`config.mk`:
```
export PLATFORM = sky130hd
export DESIGN_NAME = dma_descriptor_splitter
export DESIGN_NICKNAME = d
export VERILOG_FILES = /design/src/dds_pkg.sv /design/src/dds_chunk_unit.sv /design/src/dds_seq.sv /design/src/dma_descriptor_splitter.sv
export SDC_FILE = /design/constraint.sdc
export NUM_CORES = 1
export LEC_CHECK = 0
export BUFFER_PORTS_ARGS = -buffer_cell sky130_fd_sc_hd__buf_2
export CORE_MARGIN = 3
export CORE_UTILIZATION = 55
export CTS_BUF_LIST = sky130_fd_sc_hd__clkbuf_4 sky130_fd_sc_hd__clkbuf_8
export DETAILED_ROUTE_END_ITERATION = 8
export PLACE_DENSITY = 0.8
export SYNTH_ARGS = -nofsm -noshare
export SYNTH_HDL_FRONTEND = slang
export SYNTH_HIERARCHICAL = 1
export SYNTH_SLANG_ARGS = --single-unit
```
`constraint.sdc`:
```
create_clock -name clk -period 7.1 [get_ports clk]
set_input_delay 0 -clock clk [delete_from_list [all_inputs] [get_ports clk]]
set_output_delay 0 -clock clk [all_outputs]
set_load 0.01 [all_outputs]
```
`src/dds_pkg.sv`:
```
// types and constants of the dma descriptor splitter
package dds_pkg;

    localparam int ADDR_W      = 32;
    localparam int LEN_W       = 32;
    localparam int BLK_W       = 16;
    localparam int REGION_W    = 28;
    localparam int MAX_NODES_DEF = 64;

    // a remaining length below this is taken whole as the nominal chunk
    localparam logic [LEN_W-1:0] SHORT_LIMIT = 32'h0001_0000;
    // chunk size for long remainders
    localparam logic [BLK_W-1:0] LONG_CHUNK  = 16'hfffc;
    // size of one 256 MiB region, one past the region mask
    localparam logic [REGION_W:0] REGION_SIZE = {1'b1, {REGION_W{1'b0}}};

    // per-node result of the chunk unit
    typedef struct packed {
        logic [BLK_W-1:0]  chunk;
        logic [ADDR_W-1:0] addr_next;
        logic [LEN_W-1:0]  bytes_next;
        logic              done;
    } node_calc_t;

endpackage

```
`src/dds_chunk_unit.sv`:
```
// shared chunk unit: sizes one node and advances cursor and remainder
module dds_chunk_unit
    import dds_pkg::*;
(
    input  logic [ADDR_W-1:0] cursor,
    input  logic [LEN_W-1:0]  bytes_left,
    output node_calc_t        calc
);

    logic [BLK_W-1:0]    cand;
    logic [REGION_W:0]   room;
    logic [BLK_W-1:0]    chunk;

    // nominal chunk from the remaining length
    assign cand = (bytes_left < SHORT_LIMIT) ? bytes_left[BLK_W-1:0] : LONG_CHUNK;

    // bytes up to the next 256 MiB boundary, 1 .. region size
    assign room = REGION_SIZE - {1'b0, cursor[REGION_W-1:0]};

    // clip at the boundary; a clipped chunk is below the nominal one so it fits
    assign chunk = ({{(REGION_W+1-BLK_W){1'b0}}, cand} > room) ? room[BLK_W-1:0] : cand;

    always_comb
    begin
        calc.chunk      = chunk;
        calc.addr_next  = cursor + {{(ADDR_W-BLK_W){1'b0}}, chunk};
        calc.bytes_next = bytes_left - {{(LEN_W-BLK_W){1'b0}}, chunk};
        calc.done       = ({{(LEN_W-BLK_W){1'b0}}, chunk} == bytes_left);
    end

endmodule

```
`src/dds_seq.sv`:
```
// sequencer: holds the run state and the output register
module dds_seq
    import dds_pkg::*;
#(
    parameter int MAX_NODES = MAX_NODES_DEF
)
(
    input  logic              clk,
    input  logic              rst_n,
    input  logic              in_valid,
    output logic              in_ready,
    input  logic [ADDR_W-1:0] in_addr,
    input  logic [LEN_W-1:0]  in_len,
    output logic [ADDR_W-1:0] cursor,
    output logic [LEN_W-1:0]  bytes_left,
    input  node_calc_t        calc,
    output logic              out_valid,
    input  logic              out_ready,
    output logic [ADDR_W-1:0] out_addr,
    output logic [BLK_W-1:0]  out_len,
    output logic              out_xfer_end,
    output logic              out_last,
    output logic              out_trunc
);

    localparam int CNT_W = $clog2(MAX_NODES + 1);
    localparam logic [CNT_W-1:0] CNT_LAST = CNT_W'(MAX_NODES - 1);
    localparam logic [CNT_W-1:0] CNT_ONE  = CNT_W'(1);

    typedef enum logic {
        ST_IDLE,
        ST_RUN
    } state_t;

    state_t            state_reg, state_next;
    logic [ADDR_W-1:0] cursor_reg, cursor_next;
    logic [LEN_W-1:0]  bytes_reg, bytes_next;
    logic [CNT_W-1:0]  count_reg, count_next;
    logic              valid_reg, valid_next;
    logic [ADDR_W-1:0] addr_reg, addr_next;
    logic [BLK_W-1:0]  len_reg, len_next;
    logic              xfer_end_reg, xfer_end_next;
    logic              last_reg, last_next;
    logic              trunc_reg, trunc_next;
    logic              advance;
    logic              last_node;

    // a node is produced when running and the output slot is free or draining
    assign advance   = (state_reg == ST_RUN) && (!valid_reg || out_ready);
    assign last_node = (calc.bytes_next == '0) || (count_reg == CNT_LAST);

    // next-state and output register logic
    always_comb
    begin
        state_next    = state_reg;
        cursor_next   = cursor_reg;
        bytes_next    = bytes_reg;
        count_next    = count_reg;
        valid_next    = valid_reg;
        addr_next     = addr_reg;
        len_next      = len_reg;
        xfer_end_next = xfer_end_reg;
        last_next     = last_reg;
        trunc_next    = trunc_reg;

        if (valid_reg && out_ready)
        begin
            valid_next = 1'b0;
        end

        unique case (state_reg)
            ST_IDLE:
            begin
                if (in_valid)
                begin
                    cursor_next = in_addr;
                    bytes_next  = in_len;
                    count_next  = '0;
                    state_next  = ST_RUN;
                end
            end
            ST_RUN:
            begin
                if (advance)
                begin
                    valid_next    = 1'b1;
                    addr_next     = cursor_reg;
                    len_next      = calc.chunk;
                    xfer_end_next = calc.done;
                    last_next     = last_node;
                    trunc_next    = last_node && (calc.bytes_next != '0);
                    cursor_next   = calc.addr_next;
                    bytes_next    = calc.bytes_next;
                    count_next    = count_reg + CNT_ONE;
                    if (last_node)
                    begin
                        state_next = ST_IDLE;
                    end
                end
            end
            default:
            begin
                state_next = ST_IDLE;
            end
        endcase
    end

    // state and registered outputs
    always_ff @(posedge clk or negedge rst_n)
    begin
        if (!rst_n)
        begin
            state_reg    <= ST_IDLE;
            cursor_reg   <= '0;
            bytes_reg    <= '0;
            count_reg    <= '0;
            valid_reg    <= 1'b0;
            addr_reg     <= '0;
            len_reg      <= '0;
            xfer_end_reg <= 1'b0;
            last_reg     <= 1'b0;
            trunc_reg    <= 1'b0;
        end
        else
        begin
            state_reg    <= state_next;
            cursor_reg   <= cursor_next;
            bytes_reg    <= bytes_next;
            count_reg    <= count_next;
            valid_reg    <= valid_next;
            addr_reg     <= addr_next;
            len_reg      <= len_next;
            xfer_end_reg <= xfer_end_next;
            last_reg     <= last_next;
            trunc_reg    <= trunc_next;
        end
    end

    assign in_ready     = (state_reg == ST_IDLE);
    assign cursor       = cursor_reg;
    assign bytes_left   = bytes_reg;
    assign out_valid    = valid_reg;
    assign out_addr     = addr_reg;
    assign out_len      = len_reg;
    assign out_xfer_end = xfer_end_reg;
    assign out_last     = last_reg;
    assign out_trunc    = trunc_reg;

endmodule

```
`src/dma_descriptor_splitter.sv`:
```
// Splits a transfer request (start address, byte length) into a run of
// DMA descriptor nodes, one node per cycle while the output is taken.
// A request is loaded into the run state; a run then holds N nodes,
// N being 1 .. MAX_NODES, each set by one pass of the shared chunk unit
// (remaining-length select, 256 MiB boundary clip, address and length
// update). The input is not ready from the cycle after a request is taken
// until the run's last node has been loaded into the output register.
// tlast marks the last node of a run; tuser carries xfer_end and truncated.
module dma_descriptor_splitter
    import dds_pkg::*;
#(
    parameter int MAX_NODES = MAX_NODES_DEF
)
(
    input  logic        clk,
    input  logic        rst_n,
    input  logic        s_axis_tvalid,
    output logic        s_axis_tready,
    input  logic [63:0] s_axis_tdata,   // base_addr[31:0], transfer_length[63:32]
    output logic        m_axis_tvalid,
    input  logic        m_axis_tready,
    output logic [47:0] m_axis_tdata,   // node_addr[31:0], block_len[47:32]
    output logic        m_axis_tlast,   // last_of_run
    output logic [1:0]  m_axis_tuser    // xfer_end[0], truncated[1]
);

    logic [ADDR_W-1:0] cursor;
    logic [LEN_W-1:0]  bytes_left;
    node_calc_t        calc;
    logic [ADDR_W-1:0] node_addr;
    logic [BLK_W-1:0]  block_len;
    logic              xfer_end;
    logic              truncated;

    // per-node arithmetic
    dds_chunk_unit u_chunk (
        .cursor     (cursor),
        .bytes_left (bytes_left),
        .calc       (calc)
    );

    // run sequencer and output register
    dds_seq #(
        .MAX_NODES (MAX_NODES)
    ) u_seq (
        .clk          (clk),
        .rst_n        (rst_n),
        .in_valid     (s_axis_tvalid),
        .in_ready     (s_axis_tready),
        .in_addr      (s_axis_tdata[31:0]),
        .in_len       (s_axis_tdata[63:32]),
        .cursor       (cursor),
        .bytes_left   (bytes_left),
        .calc         (calc),
        .out_valid    (m_axis_tvalid),
        .out_ready    (m_axis_tready),
        .out_addr     (node_addr),
        .out_len      (block_len),
        .out_xfer_end (xfer_end),
        .out_last     (m_axis_tlast),
        .out_trunc    (truncated)
    );

    assign m_axis_tdata = {block_len, node_addr};
    assign m_axis_tuser = {truncated, xfer_end};

endmodule

```
==> results.tsv, run 1 <==
metric	value	unit
post-layout util	75.8	%
clk buf depth	2	
crit path launch type	register	
number of flops mapped to enable cells by yosys	0	
fin area	0.0118	mm²
critical path peak fanout	8	
Async S/R FF share, synth	100	%
prevailing post-synth register cell	dfrtp_1	
non-filler cells, final	1515	
Setup Viol. Count Final	0	
vias in the first global route	8353	
Inserted Clock Buffers	17	
Synth Warn #	6	
# IOs	121	
PwrDens	369	mW/mm²
initial antenna violation count	0	
maxcap violations	0	
Max-slew headroom	22.4	%
FF-to-FF Start	u_seq/bytes_left[19]$_DFFE_PN0P_	
standby leakage power	5.85	nW
Max IR drop VDD	0.224	mV
DRT antenna net count	0	
Critical Path RT	7450	ps
crit path kind	register to register	
height of the die	133	µm
crit-path leading delay family	simple AND/OR/NAND/NOR gates	
routed len/inst	17.6	µm
violation count after the first detailed-route iteration	728	
dpl cell area	0.0101	mm²
Post-Syn Nets	1168	
Antenna Cells	0	
global-route wire length before repair	40900	µm
post-synthesis sequential area ratio	34.7	%
cell area after synthesis	0.00893	mm²
Yosys cell types	67	
clock root buffer	clkbuf_8	
Cells after Synth	1048	
share of layout cells above drive strength 1	24.9	%
TNS Setup	0	ps
area of the die	0.0178	mm²
Die X	133	µm
Highest Clock Rate	0.142	GHz
CP most frequent cell	nand4_1	
Min Clock Period, post-route	7040	ps
max incr delay on CP	560	ps
DR vias	8782	
run status	finished, final reports clean	
initial core utilization	57.5	%
crit path DAT	7390	ps
Sink Count	124	
Buffers on Ports	120	
largest net degree at the start of global routing	131	
final period utilization	99.2	%
clk slew on worst S/H paths	90	ps
Vias/cell	5.80	
HP Class	primary input to asynchronous set/reset pin	
global route total overflow	0	
Crit. Startpoint	u_seq/bytes_left[19]$_DFFE_PN0P_	
routability congestion estimate	0.980	
WP buf/inv	4	
Post-DP HPWL	17000	µm
TritonCTS clock tree	done	
slowest CP cell	or4_4	
GRT Total Usage	28.4	%
synthesized area per cell	8.52	µm²
DRC violations left	0	
CORE AREA	0.0155	mm²
Final Net Count	1411	
Slew Limit Fails	0	
clock latency on the worst-skew pair	470	ps
row count	45	
Synth Register Bits	124	
Area growth syn-to-layout	31.9	%
Worst Max-Slew Pin Slew	1160	ps
Pre-Repair DR Iteration Count	6	
final hold vios	0	
H-tree depth	4	
RSZ-0062 raised after global routing	yes	
final WL	26700	µm
skew final	15.1	ps
crit end category	register	
total placed cells including tap cells	1406	
[cells in the mapped netlist (4+ instances only)]
| cell type | n | area (µm²) |
|---|---|---|
| a21o_1 | 17 | 128 |
| clkbuf_1 | 10 | 37.5 |
| buf_4 | 8 | 60.1 |
| nand2_1 | 255 | 957 |
| xor2_1 | 21 | 184 |
| a21oi_1 | 30 | 150 |
| or3_1 | 8 | 50.1 |
| nand3_1 | 25 | 125 |
| nor2b_1 | 6 | 37.5 |
| o21ai_1 | 7 | 35.0 |
| and2_1 | 4 | 25.0 |
| or4_1 | 6 | 45.0 |
| nand4_1 | 16 | 100 |
| nor3_1 | 20 | 100 |
| nor3b_1 | 5 | 37.5 |
| o31ai_1 | 4 | 30.0 |
| nand2b_1 | 4 | 25.0 |
| and3_1 | 7 | 43.8 |
| mux2i_1 | 84 | 841 |
| a31oi_1 | 4 | 25.0 |
| o21bai_1 | 4 | 30.0 |
| dfrtp_1 | 124 | 3100 |
| nand4b_1 | 5 | 43.8 |
| buf_2 | 25 | 125 |
| nor2_1 | 55 | 206 |
| o41ai_1 | 4 | 35.0 |
| xnor2_1 | 44 | 385 |
| o211ai_1 | 6 | 45.0 |
| nor4_1 | 9 | 56.3 |
| nand3b_1 | 5 | 37.5 |
| inv_1 | 29 | 109 |
| o21ai_0 | 76 | 380 |
| a211oi_1 | 8 | 60.1 |
| o21a_1 | 5 | 37.5 |
| mux2_1 | 15 | 169 |
| ha_1 | 50 | 626 |
[worst paths after layout]
check / end / slack [ps] / cells past startpoint
setup / recovery: u_seq/state_reg$_DFF_PN0_ / 60 / 31
hold / removal: u_seq/cursor[4]$_DFFE_PN0P_ / 210 / 2
setup reg to reg: u_seq/state_reg$_DFF_PN0_ / 60 / 31
hold reg to reg: u_seq/out_addr[0]$_DFFE_PN0P_ / 470 / 2
max in group asynchronous: u_seq/out_len[4]$_DFFE_PN0P_ / 5700 / 3
min in group clk: u_seq/bytes_left[13]$_DFFE_PN0P_ / 350 / 4
[kinds of logic (layout without fill, tap and decap cells)]
kind of cell / Yosys count / after routing / share of synthesized area (%)
flip-flops: 124 / 124 / 34.7
AO/OA/AOI/OAI: 183 / 183 / 12.7
adder cells (fa/ha/maj): 52 / 52 / 7.45
buffers and inverters: 75 / 331 / 4.02
XOR/XNOR: 65 / 65 / 6.37
multiplexers: 101 / 101 / 11.6
AND/OR/NAND/NOR: 448 / 448 / 23.2
[cell usage in the layout, fill, tap and decap left out, types with 5 or more instances in the layout]
master	count
nand3b_1	5
dfrtp_1	123
nor2_4	6
nor3_1	19
nand3_1	23
or3_1	6
buf_4	76
inv_1	24
nor4_2	5
nor3b_1	5
nor2_1	44
or4_1	5
o21ai_0	70
nand4b_1	5
nand2_1	252
nor2b_1	6
o211ai_1	6
inv_2	5
nand4_1	16
and3_1	7
mux2_1	14
a21oi_1	25
mux2i_1	79
clkbuf_8	20
dlygate4sd3_1	67
xor2_1	21
nor2_2	6
o21ai_1	11
ha_4	8
a21o_1	17
xnor2_1	40
ha_1	40
a21oi_2	5
buf_2	119
[through the flow]
stage	hold WS [ps]	power [mW]	setup WS (ps)
floorplan	-296	2.66	10.5
global placement	212	3.28	-107
detailed placement	213	3.35	-252
CTS	253	4.07	20.7
global route	287	4.65	-262
finish	209	4.35	59.7
[area by class of cell]
type,count,area (µm²)
repair buffers,270,1980
inverters,29,109
multi-input cells,849,5910
clock buffers,20,275
clock inverters,12,136
flip-flops and latches,124,3110
fillers,1074,3760
well taps,211,264
[worst reg2reg max path, delay by kind of cell (launching register included)]
family                     cells  cell delay (ps)
muxes                          1              300
and+or+nand+nor               16             3380
buffers and inverters          4              460
adders and majority gates      3              900
DFF                            1              400
xor gates and xnor gates       1              180
AOI/OAI and AO/OA              6             1290
[power by group]
part | leakage [nW] | switching, mW | total, mW | internal [mW]
clock network | 0.202 | 0.313 | 0.654 | 0.342
logic | 4.10 | 1.31 | 2.37 | 1.07
registers | 1.54 | 0.340 | 1.32 | 0.980
[timing repair]
item | CTS | global route
pin swaps | 2 | 25
setup buffers | 1 | 7
gates cloned | 1 | 1
hold endpoints to repair | 144 | 0
hold buffers | 67 | 0
setup endpoints to repair | 3 | 44
gates resized for setup | 13 | 84
[per-layer routing]
layer	up-vias	part of all wire [%]	global-route usage, %
met4	0	2.7	10.2
li1	4158	-	-
met2	365	50	48.5
met3	69	6.0	5.17
met1	4190	41	36.1
met5	-	0	0
Power figures use the tool's default switching activity.
==> run 2, diff against run 1 <==
--- a/config.mk
+++ b/config.mk
@@ -6,7 +6,7 @@
 export NUM_CORES = 1
 export LEC_CHECK = 0
 export BUFFER_PORTS_ARGS = -buffer_cell sky130_fd_sc_hd__buf_2
-export CORE_MARGIN = 3
+export CORE_MARGIN = 2
 export CORE_UTILIZATION = 55
 export CTS_BUF_LIST = sky130_fd_sc_hd__clkbuf_4 sky130_fd_sc_hd__clkbuf_8
 export DETAILED_ROUTE_END_ITERATION = 8
==> run 2 against run 1 <==
Flip-flop and latch count is the same. Die area shrank 3.0%. Non-clock buffer count shrank 3. Clock skew shrank 2.0 ps. Clock power shrank 2%. Critical path depth is the same. The flow now finishes with violations (setup timing). Maximum frequency shrank 2.4%. First-iteration DRC count shrank 6.6%. Cell count grew 0.13%. Wire length shrank 4.4%. Largest cell class unchanged. Sequential power is essentially flat.
==> results.tsv, run 2 (synthesis gave the netlist of run 1 again) <==
metric	value	unit	change
Final Net Count	1408		-0.21%
final hold vios	0		unchanged
final WL	25500	µm	-4.4%
r2r endpoint	u_seq/out_last$_DFFE_PN0P_		
HP Class	primary input to asynchronous set/reset pin		
Critical Path RT	7500	ps	+50 ps
FF-to-FF Start	u_seq/bytes_left[19]$_DFFE_PN0P_		
Max IR drop VDD	0.179	mV	-20%
final period utilization	102	%	+2.4 points
Die X	131	µm	-1.5%
crit path launch type	register		
Slew Limit Fails	0		unchanged
most frequent cells in the layout	nand2_1, dfrtp_1, buf_2		
slowest CP cell	or4_4		
clock root buffer	clkbuf_8		
crit path DAT	7610	ps	+220 ps
Worst Max-Slew Pin Slew	1010	ps	-156 ps
DR vias	8695		-0.99%
initial antenna violation count	0		unchanged
Power Total	4.21	mW	-3.1%
Highest Clock Rate	0.139	GHz	-2.4%
routability congestion estimate	0.967		-1.3%
Post-DP HPWL	17100	µm	+0.19%
maxcap violations	0		unchanged
commonest non-fill, non-tap cell in the layout	nand2_1		
routed len/inst	16.8	µm	-4.5%
crit path kind	register to register		
register-to-register setup slack	-110	ps	-170 ps
non-filler cells, final	1517		+0.13%
H-tree depth	4		unchanged
clock latency on the worst-skew pair	460	ps	about the same
Vias/cell	5.73		-1.1%
area of the die	0.0173	mm²	-3.0%
Sink Count	124		unchanged
CORE AREA	0.0159	mm²	+2.2%
Buffers on Ports	120		unchanged
largest net degree at the start of global routing	113		-14%
post-layout worst setup margin	-112	ps	-172 ps
Setup Viol. Count Final	3		+3
row count	46		+2.2%
Min Clock Period, post-route	7210	ps	+172 ps
Inserted Clock Buffers	17		unchanged
DRC violations left	0		unchanged
clk slew on worst S/H paths	80	ps	about the same
violation count after the first detailed-route iteration	680		-6.6%
TNS Setup	-273	ps	-273 ps
failing checks	setup timing		
global-route wire length before repair	40200	µm	-1.8%
RSZ-0062 raised after global routing	yes		
initial core utilization	56.2	%	-1.2 points
PwrDens	364	mW/mm²	-1.4%
post-layout util	72.9	%	-2.9 points
height of the die	131	µm	-1.5%
vias in the first global route	8286		-0.80%
dpl cell area	0.0101	mm²	-0.53%
fill count	1178		+9.7%
clk buf depth	2		unchanged
# IOs	121		unchanged
DRT antenna net count	0		unchanged
total placed cells including tap cells	1405		-0.071%
WP buf/inv	5		+1
Reg2Reg Depth	31		unchanged
global route total overflow	0		unchanged
max incr delay on CP	560	ps	about the same
crit end category	register		
Max-slew headroom	32.8	%	+10 points
TritonCTS clock tree	done		
Area growth syn-to-layout	29.7	%	
GRT Total Usage	28.4	%	about the same
crit-path leading delay family	simple AND/OR/NAND/NOR gates		
share of layout cells above drive strength 1	23.4	%	-1.6 points
critical path peak fanout	7		-1
Pre-Repair DR Iteration Count	5		-1
fin area	0.0116	mm²	-1.7%
skew final	13.1	ps	-2.03 ps
Antenna Cells	0		unchanged
standby leakage power	5.79	nW	-0.92%
run status	finished, violations left		
==> run 2: worst max-delay path by stage <==
stage / endpoint / cells after the start / slack, ps / start
global route: u_seq/state_reg$_DFF_PN0_ / 31 / -400 / u_seq/bytes_left[19]$_DFFE_PN0P_
detailed placement: u_seq/out_last$_DFFE_PN0P_ / 30 / -320 / u_seq/bytes_left[19]$_DFFE_PN0P_
CTS: u_seq/out_last$_DFFE_PN0P_ / 30 / 6 / u_seq/bytes_left[19]$_DFFE_PN0P_
global placement: u_seq/out_last$_DFFE_PN0P_ / 30 / 6 / u_seq/bytes_left[19]$_DFFE_PN0P_
finish: u_seq/out_last$_DFFE_PN0P_ / 31 / -110 / u_seq/bytes_left[19]$_DFFE_PN0P_
floorplan: u_seq/out_last$_DFFE_PN0P_ / 32 / 10 / u_seq/bytes_left[19]$_DFFE_PN0P_
==> run 2: per-stage QoR <==
step | hold slack, ps | worst slack [ps]
2_1_floorplan | -296 | 10.5
3_3_place_gp | 37.6 | 6.04
3_5_place_dp | 39.0 | -321
4_1_cts | 95.1 | 5.57
5_1_grt | 141 | -402
6_report | 84.2 | -112
==> run 2: cell type report <==
type | instances | area [µm²] | area share, %
well taps | 216 | 270 | 2.33
multi-input cells | 849 | 5790 | 50.0
inverters | 29 | 109 | 0.940
flip-flops and latches | 124 | 3110 | 26.8
repair buffers | 267 | 1910 | 16.5
clock inverters | 13 | 141 | 1.22
clock buffers | 19 | 262 | 2.26
==> run 2: layer usage <==
metal | share of wire, % | track usage [%]
met5 | 0 | 0
met4 | 2.5 | 9.36
met3 | 5.8 | 5.02
met2 | 50 | 48.0
met1 | 42 | 36.8
==> run 2: timing repair <==
action,4_1_cts,5_1_grt
hold endpoints to repair,114,0
hold buffers,67,0
buffers inserted,5,6
resized for setup,19,56
pin swaps,17,20
cloned,1,1
setup endpoints to repair,10,33
==> run 2: where the power goes <==
| group | switching [mW] | internal [mW] | leakage (nW) |
|---|---|---|---|
| Sequential | 0.341 | 0.980 | 1.54 |
| Combinational | 1.24 | 1.01 | 4.05 |
| Clock | 0.310 | 0.332 | 0.198 |
